`src/hdl/fwq_pkg.sv`:
```
// Shared types and constants for the futex wait queue.
// Holds the request/result structs, slot format, chain controls and code values.
// Used by fwq_cell, fwq_ctrl and futex_wait_queue.
package fwq_pkg;

    localparam int WAITERS = 16;
    localparam int ID_BITS = 8;
    localparam int IDX_W   = $clog2(WAITERS);
    localparam int CNT_W   = $clog2(WAITERS + 1);

    localparam logic [1:0] OP_WAIT    = 2'd0;
    localparam logic [1:0] OP_WAKE    = 2'd1;
    localparam logic [1:0] OP_TIMEOUT = 2'd2;
    localparam logic [1:0] OP_UNSUP   = 2'd3;

    localparam logic [2:0] K_MISMATCH = 3'd0;
    localparam logic [2:0] K_QUEUED   = 3'd1;
    localparam logic [2:0] K_FULL     = 3'd2;
    localparam logic [2:0] K_WOKEN    = 3'd3;
    localparam logic [2:0] K_DONE     = 3'd4;
    localparam logic [2:0] K_TIMEDOUT = 3'd5;
    localparam logic [2:0] K_NOTWAIT  = 3'd6;
    localparam logic [2:0] K_UNSUP    = 3'd7;

    typedef struct packed {
        logic [1:0]          op;
        logic [31:0]         addr;
        logic signed [31:0]  value;
        logic signed [31:0]  current;
        logic [7:0]          waiter;
    } req_t;

    typedef struct packed {
        logic [2:0] kind;
        logic [7:0] waiter_res;
        logic [4:0] woken_total;
        logic       last;
    } rsp_t;

    typedef struct packed {
        logic               valid;
        logic [31:0]        addr;
        logic [ID_BITS-1:0] id;
    } slot_t;

    // Controls broadcast from the sequencer to the whole chain.
    typedef struct packed {
        logic             shift;
        logic             load;
        logic [IDX_W-1:0] load_idx;
        slot_t            load_data;
    } chain_ctl_t;

    // Per-cell decoded controls.
    typedef struct packed {
        logic shift;
        logic load;
    } cell_ctl_t;

    typedef enum logic [1:0] {
        ST_IDLE,
        ST_DECIDE,
        ST_SCAN
    } state_t;

endpackage

```
`src/hdl/fwq_cell.sv`:
```
// One slot of the waiter chain: holds an address, a waiter id and a valid bit.
// Loads a new entry, takes its upper neighbor on a shift, or holds.
// Depends on fwq_pkg.
module fwq_cell (
    input  logic              clk,
    input  logic              rst_n,
    input  fwq_pkg::cell_ctl_t ctl,
    input  fwq_pkg::slot_t    load_data,
    input  fwq_pkg::slot_t    nbr,
    output fwq_pkg::slot_t    slot
);
    import fwq_pkg::*;

    logic               valid_reg;
    logic [31:0]        addr_reg;
    logic [ID_BITS-1:0] id_reg;
    slot_t              slot_cur;
    slot_t              slot_next;

    assign slot_cur = '{valid: valid_reg, addr: addr_reg, id: id_reg};

    always_comb
    begin
        if (ctl.load)
        begin
            slot_next = load_data;
        end
        else if (ctl.shift)
        begin
            slot_next = nbr;
        end
        else
        begin
            slot_next = slot_cur;
        end
    end

    always_ff @(posedge clk or negedge rst_n)
    begin
        if (!rst_n)
        begin
            valid_reg <= 1'b0;
        end
        else
        begin
            valid_reg <= slot_next.valid;
        end
    end

    // payload needs no reset
    always_ff @(posedge clk)
    begin
        addr_reg <= slot_next.addr;
        id_reg   <= slot_next.id;
    end

    assign slot = slot_cur;

endmodule

```
`src/hdl/fwq_ctrl.sv`:
```
// Sequencer of the futex wait queue: takes requests, drives the slot chain,
// rotates the chain for wake and timeout scans, and owns the result register.
// Depends on fwq_pkg.
module fwq_ctrl (
    input  logic                 clk,
    input  logic                 rst_n,
    input  logic                 req_valid,
    output logic                 req_stall,
    input  fwq_pkg::req_t        req,
    output logic                 rsp_valid,
    input  logic                 rsp_stall,
    output fwq_pkg::rsp_t        rsp,
    input  fwq_pkg::slot_t       head,
    output fwq_pkg::chain_ctl_t  chain
);
    import fwq_pkg::*;

    state_t             state_reg, state_next;
    req_t               req_reg;
    logic [CNT_W-1:0]   count_reg, count_next;
    logic [CNT_W-1:0]   steps_reg, steps_next;
    logic [CNT_W-1:0]   woken_reg, woken_next;
    logic               found_reg, found_next;
    logic               out_valid_reg, out_valid_next;
    rsp_t               out_reg, out_next;

    logic               out_free;
    logic [ID_BITS-1:0] who;
    logic               wake_ok;
    logic               take;
    logic               step;
    logic               finish;

    assign out_free = !out_valid_reg || !rsp_stall;
    assign who      = ID_BITS'(req_reg.waiter);
    // wake limit counts only when positive
    assign wake_ok  = !req_reg.value[31]
                      && (32'(woken_reg) < $unsigned(req_reg.value));
    assign take     = (req_reg.op == OP_WAKE)
                      ? (head.addr == req_reg.addr) && wake_ok
                      : (head.id == who) && !found_reg;
    assign step     = (state_reg == ST_SCAN) && (steps_reg != '0) && out_free;
    assign finish   = (state_reg == ST_SCAN) && (steps_reg == '0) && out_free;

    // next state
    always_comb
    begin
        state_next = state_reg;
        unique case (state_reg)
            ST_IDLE:
            begin
                if (req_valid)
                begin
                    state_next = ST_DECIDE;
                end
            end
            ST_DECIDE:
            begin
                if (out_free)
                begin
                    if (req_reg.op == OP_WAKE || req_reg.op == OP_TIMEOUT)
                    begin
                        state_next = ST_SCAN;
                    end
                    else
                    begin
                        state_next = ST_IDLE;
                    end
                end
            end
            ST_SCAN:
            begin
                if (finish)
                begin
                    state_next = ST_IDLE;
                end
            end
            default:
            begin
                state_next = ST_IDLE;
            end
        endcase
    end

    // outputs and datapath
    always_comb
    begin
        count_next      = count_reg;
        steps_next      = steps_reg;
        woken_next      = woken_reg;
        found_next      = found_reg;
        out_next        = out_reg;
        out_valid_next  = out_valid_reg && rsp_stall;
        chain.shift     = 1'b0;
        chain.load      = 1'b0;
        chain.load_idx  = IDX_W'(count_reg);
        chain.load_data = '{valid: 1'b1, addr: req_reg.addr, id: who};

        unique case (state_reg)
            ST_IDLE:
            begin
            end
            ST_DECIDE:
            begin
                if (out_free)
                begin
                    steps_next = count_reg;
                    woken_next = '0;
                    found_next = 1'b0;
                    unique case (req_reg.op) inside
                        OP_WAIT:
                        begin
                            out_valid_next = 1'b1;
                            out_next       = '{kind: K_MISMATCH, waiter_res: 8'd0,
                                               woken_total: 5'd0, last: 1'b1};
                            if (req_reg.current == req_reg.value)
                            begin
                                if (count_reg >= CNT_W'(WAITERS))
                                begin
                                    out_next.kind = K_FULL;
                                end
                                else
                                begin
                                    chain.load          = 1'b1;
                                    count_next          = count_reg + CNT_W'(1);
                                    out_next.kind       = K_QUEUED;
                                    out_next.waiter_res = 8'(who);
                                end
                            end
                        end
                        OP_WAKE, OP_TIMEOUT:
                        begin
                        end
                        OP_UNSUP:
                        begin
                            out_valid_next = 1'b1;
                            out_next       = '{kind: K_UNSUP, waiter_res: 8'd0,
                                               woken_total: 5'd0, last: 1'b1};
                        end
                        default:
                        begin
                        end
                    endcase
                end
            end
            ST_SCAN:
            begin
                if (step)
                begin
                    // pop the head; push it back at the tail unless released
                    chain.shift = 1'b1;
                    steps_next  = steps_reg - CNT_W'(1);
                    if (take)
                    begin
                        count_next = count_reg - CNT_W'(1);
                        if (req_reg.op == OP_WAKE)
                        begin
                            woken_next     = woken_reg + CNT_W'(1);
                            out_valid_next = 1'b1;
                            out_next       = '{kind: K_WOKEN, waiter_res: 8'(head.id),
                                               woken_total: 5'd0, last: 1'b0};
                        end
                        else
                        begin
                            found_next = 1'b1;
                        end
                    end
                    else
                    begin
                        chain.load      = 1'b1;
                        chain.load_idx  = IDX_W'(count_reg - CNT_W'(1));
                        chain.load_data = head;
                    end
                end
                else if (finish)
                begin
                    out_valid_next = 1'b1;
                    if (req_reg.op == OP_WAKE)
                    begin
                        out_next = '{kind: K_DONE, waiter_res: 8'd0,
                                     woken_total: 5'(woken_reg), last: 1'b1};
                    end
                    else if (found_reg)
                    begin
                        out_next = '{kind: K_TIMEDOUT, waiter_res: 8'(who),
                                     woken_total: 5'd0, last: 1'b1};
                    end
                    else
                    begin
                        out_next = '{kind: K_NOTWAIT, waiter_res: 8'd0,
                                     woken_total: 5'd0, last: 1'b1};
                    end
                end
            end
            default:
            begin
            end
        endcase
    end

    always_ff @(posedge clk or negedge rst_n)
    begin
        if (!rst_n)
        begin
            state_reg     <= ST_IDLE;
            count_reg     <= '0;
            steps_reg     <= '0;
            woken_reg     <= '0;
            found_reg     <= 1'b0;
            out_valid_reg <= 1'b0;
        end
        else
        begin
            state_reg     <= state_next;
            count_reg     <= count_next;
            steps_reg     <= steps_next;
            woken_reg     <= woken_next;
            found_reg     <= found_next;
            out_valid_reg <= out_valid_next;
        end
    end

    always_ff @(posedge clk)
    begin
        if (state_reg == ST_IDLE && req_valid)
        begin
            req_reg <= req;
        end
        out_reg <= out_next;
    end

    assign req_stall = (state_reg != ST_IDLE);
    assign rsp_valid = out_valid_reg;
    assign rsp       = out_reg;

    a_count_bound: assert property (@(posedge clk) disable iff (!rst_n)
        count_reg <= CNT_W'(WAITERS))
        else $error("queued count exceeds table size");

    a_steps_bound: assert property (@(posedge clk) disable iff (!rst_n)
        steps_reg <= count_reg)
        else $error("scan step count exceeds queued count");

    a_head_valid: assert property (@(posedge clk) disable iff (!rst_n)
        (state_reg == ST_SCAN && steps_reg != '0) |-> head.valid)
        else $error("scan reached an empty head slot");

    a_woken_bound: assert property (@(posedge clk) disable iff (!rst_n)
        (step && take && req_reg.op == OP_WAKE) |=> woken_reg == $past(woken_reg) + CNT_W'(1))
        else $error("woken total not advanced on release");

endmodule

```
`src/hdl/futex_wait_queue.sv`:
```
// Top level of the futex wait queue: sequencer plus a chain of WAITERS slot cells.
// Depends on fwq_pkg, fwq_cell and fwq_ctrl.
//
// Usage:
//   req channel (req_valid / req_stall / req) carries one request: wait, wake,
//   timeout or an unsupported op. rsp channel (rsp_valid / rsp_stall / rsp)
//   returns results; the final result of a request has last set.
//   Requests are handled one at a time. A wait or unsupported op gives its
//   single result from the decide state, once the output register is free.
//   Wake and timeout rotate the whole chain once, one slot per cycle through
//   the head cell while the output is not stalled; a wake emits each released
//   waiter as the head passes, then the done total.
//   The next request is taken the cycle after the final result is loaded into
//   the output register, while that result may still wait on rsp_stall.
//   When the receiver stalls, hold the output register and freeze the scan.
//   Reset clears the slot valid bits, the count and all control state; slot
//   addresses and ids are garbage until written. No clearing pass is needed.
module futex_wait_queue (
    input  logic           clk,
    input  logic           rst_n,
    input  logic           req_valid,
    output logic           req_stall,
    input  fwq_pkg::req_t  req,
    output logic           rsp_valid,
    input  logic           rsp_stall,
    output fwq_pkg::rsp_t  rsp
);
    import fwq_pkg::*;

    chain_ctl_t chain;
    slot_t      slots [WAITERS];

    fwq_ctrl u_ctrl (
        .clk       (clk),
        .rst_n     (rst_n),
        .req_valid (req_valid),
        .req_stall (req_stall),
        .req       (req),
        .rsp_valid (rsp_valid),
        .rsp_stall (rsp_stall),
        .rsp       (rsp),
        .head      (slots[0]),
        .chain     (chain)
    );

    // Cells shift toward slot 0; the head cell feeds the sequencer and the
    // tail slot takes either a new waiter or a recycled head entry.
    for (genvar i = 0; i < WAITERS; i++)
    begin : g_cell
        cell_ctl_t ctl;
        slot_t     nbr;

        assign ctl.shift = chain.shift;
        assign ctl.load  = chain.load && (chain.load_idx == IDX_W'(i));

        if (i == WAITERS - 1)
        begin : g_top
            assign nbr = '0;
        end
        else
        begin : g_mid
            assign nbr = slots[i + 1];
        end

        fwq_cell u_cell (
            .clk       (clk),
            .rst_n     (rst_n),
            .ctl       (ctl),
            .load_data (chain.load_data),
            .nbr       (nbr),
            .slot      (slots[i])
        );
    end

endmodule

```
`config.mk`:
```
export PLATFORM = sky130hd
export DESIGN_NAME = futex_wait_queue
export DESIGN_NICKNAME = d
export VERILOG_FILES = /design/src/hdl/fwq_pkg.sv /design/src/hdl/fwq_cell.sv /design/src/hdl/fwq_ctrl.sv /design/src/hdl/futex_wait_queue.sv
export SDC_FILE = /design/constraint.sdc
export NUM_CORES = 1
export LEC_CHECK = 0
export BUFFER_PORTS_ARGS = -buffer_cell sky130_fd_sc_hd__buf_2
export CORE_MARGIN = 5
export CORE_UTILIZATION = 50
export CTS_CLUSTER_SIZE = 28
export DETAILED_ROUTE_END_ITERATION = 12
export PLACE_DENSITY = 0.66
export SYNTH_ARGS = -nofsm -noshare
export SYNTH_HDL_FRONTEND = slang
export SYNTH_HIERARCHICAL = 1
export SYNTH_SLANG_ARGS = --single-unit
```
`constraint.sdc`:
```
create_clock -name clk -period 14.9 [get_ports clk]
set_clock_uncertainty 0.2 [all_clocks]
set_input_delay 2.235 -clock clk [delete_from_list [all_inputs] [get_ports clk]]
set_output_delay 2.235 -clock clk [all_outputs]
set_load 0.005 [all_outputs]
```
==> out/metrics.csv <==
stage;metric;value;unit
setup_path;ordered list of cells on the worst path;buf_2 -> and2_1 -> nor2_1 -> nand2_1 -> nor3_2 -> buf_4 -> mux2i_1 -> nand2_1 -> nor2_4 -> buf_4 -> or2_2;
synthesis;Yosys warnings;6;
timing;endpoints failing setup;0;
global_routing;initial antenna violation count;2;
clock_network;# clock sinks;782;
drt;Via-to-Cell Ratio;5.196;
status;outcome;finished, final reports clean;
timing;worst rel slew slack;24.77;%
timing;worst-margin pin slew;1122;ps
timing;final hold vios;0;
timing;unrepaired setup endpoints after global routing;no;
timing;setup TNS;0;ps
setup_path;Crit-path slowest cell;or2_2;
setup_path;Reg2Reg Depth;13;
setup_path;CP Max Fanout;46;
setup_path;Worst Setup Path Type;primary input to register;
setup_path;CP Data Required Time;14930;ps
placement;Placed Instance Area;0.03773;sq mm
finish;Final #Nets;2176;
synthesis;syn_area_per_cell;19.71;sq um
pwr;leak pwr;0.01456;uW
floorplan;Initial Util;50.51;%
setup_path;Critical Path Sink Type;register;
clock_network;post-cts sizing count;0;
floorplan;row cnt;99;
drt;Final ANT Viol Nets;0;
clock_network;clk_lat worst skew;610;ps
floorplan;DIE WIDTH;281.7;um
drt;DR vias;16000;
setup_path;critical path arrival;6770;ps
drt;1st-iter DRT viols;855;
pwr;power per cell area;155.5;mW/mm^2
timing;Final period util;45.23;%
drt;drt pass-1 iters;5;
placement;GPL Wtd Cong;0.8312;
global_routing;grt ovf;0;
clock_network;H-tree depth;3;
timing;hold slack;336.5;ps
global_routing;overall routing resource usage;14.58;%
global_routing;largest net degree at the start of global routing;83;
finish;layout cell share with drive strength beyond 1;45.35;%
clock_network;root buffer cell;clkbuf_16;
setup_path;Worst setup SP type;primary input;
run;Max-Cap Viols;0;
drt;Wirelength per Cell;18.90;um
finish;filler cell count;5559;
clock_network;deepest clock path buffer count;3;
floorplan;CORE AREA;0.07308;sq mm
synthesis;Mapped Area;0.03691;sq mm
floorplan;Die Span Y;281.7;um
finish;max reg flops;512;
timing;Max Slew Vio Count;0;
timing;fmax;0.1484;GHz
clock_network;Num CTS Buffers;84;
global_routing;first-pass GRT wire length;92310;um
placement;PortBufs;128;
hold_path;Hold Crit Depth;1;
floorplan;Ports;129;
floorplan;Die Area;0.07936;sq mm
setup_path;worst stage delay on the critical path;840;ps
timing;fin crit period;6740;ps
clock_network;Setup Buffers After CTS;0;
clock_network;CTS clk-pin slew, worst paths;60;ps
placement;HPWL Detailed;40950;um
clock_network;cts hold-fix bufs;0;
synthesis;Cells after Synth;1873;
global_routing;vias in the first global route;16980;
drt;total wire length;58210;um
clock_network;clock tree from TritonCTS;yes;
finish;Area Growth Syn to Fin;9.433;%
hold_path;Hold Path Class;register to register;
pwr;Peak VDD IR;85.33;uV
finish;Design Area, Final;0.04040;sq mm
drt;DR DRC count;0;
## cell type report
| cell class | instances | area, sq um | share of cell area [%] |
|---|---|---|---|
| antenna | 2 | 5.005 | 0.01239 |
| clock buffer | 110 | 2336 | 5.783 |
| inverter | 19 | 71.32 | 0.1765 |
| timing repair buffer | 148 | 790.8 | 1.958 |
| clock inverter | 44 | 325.3 | 0.8053 |
| sequential | 782 | 23390 | 57.90 |
| multi-input combinational | 1016 | 12280 | 30.40 |
| tap | 959 | 1200 | 2.970 |
## cells in the final DEF (no fill, tap or decap), drive strengths merged, types with 20 or more instances in the layout
cell type,instances
nand2,22
nor4,24
xor2,68
inv,20
mux2,681
nor2,22
clkinv,37
buf,148
edfxtp,763
conb,40
clkbuf,110
## metal layers
metal,track usage [%],part of all wire (%),up-vias
li1,-,-,7614
met1,19.15,44,7965
met2,24.08,47,319
met3,3.271,4.8,106
met4,5.260,3.4,0
met5,0,0,-
## worst max-delay path: cells and delay by family
kind                   cells  cell delay [ps]
muxes                      1              750
and+or+nand+nor            7             2450
buffers and inverters      3             1270
## worst paths after layout
| kind | from | end | slack (ps) |
|---|---|---|---|
| worst min-delay path | g_cell[11].u_cell/addr_reg[8]$_DFFE_PP_ | g_cell[10].u_cell/addr_reg[8]$_DFFE_PP_ | 340 |
| worst min register to register | g_cell[11].u_cell/addr_reg[8]$_DFFE_PP_ | g_cell[10].u_cell/addr_reg[8]$_DFFE_PP_ | 340 |
| worst max-delay path | rsp_stall | g_cell[15].u_cell/addr_reg[17]$_DFFE_PP_ | 8160 |
| max in group asynchronous | rst_n | u_ctrl/state_reg[0]$_DFFE_PN0P_ | 12790 |
| min in group asynchronous | rst_n | u_ctrl/count_reg[2]$_DFFE_PN0P_ | 1380 |
| worst max register to register | u_ctrl/req_reg[105]$_DFFE_PP_ | g_cell[15].u_cell/addr_reg[17]$_DFFE_PP_ | 8990 |
## metrics by stage
step | power (uW) | util, % | cells | setup slack [ps]
final | 6283 | 55.27 | 3080 | 8160
after global routing | 6587 | 55.27 | 3080 | 7914
after CTS | 6369 | 55.27 | 3078 | 8203
after detailed placement | 4355 | 51.63 | 2924 | 7560
after global placement | 4302 | 51.63 | 2924 | 7766
after floorplan | 3988 | - | 1912 | 7388
## power by group
group	switching (uW)	total, uW	internal (uW)	leakage (uW)
Combinational	694	1140	450	0.00601
Clock	806	1990	1190	0.00131
Sequential	139	3150	3010	0.00724
Total	1640	6280	4640	0.0146
(Power assumes the default switching activity.)
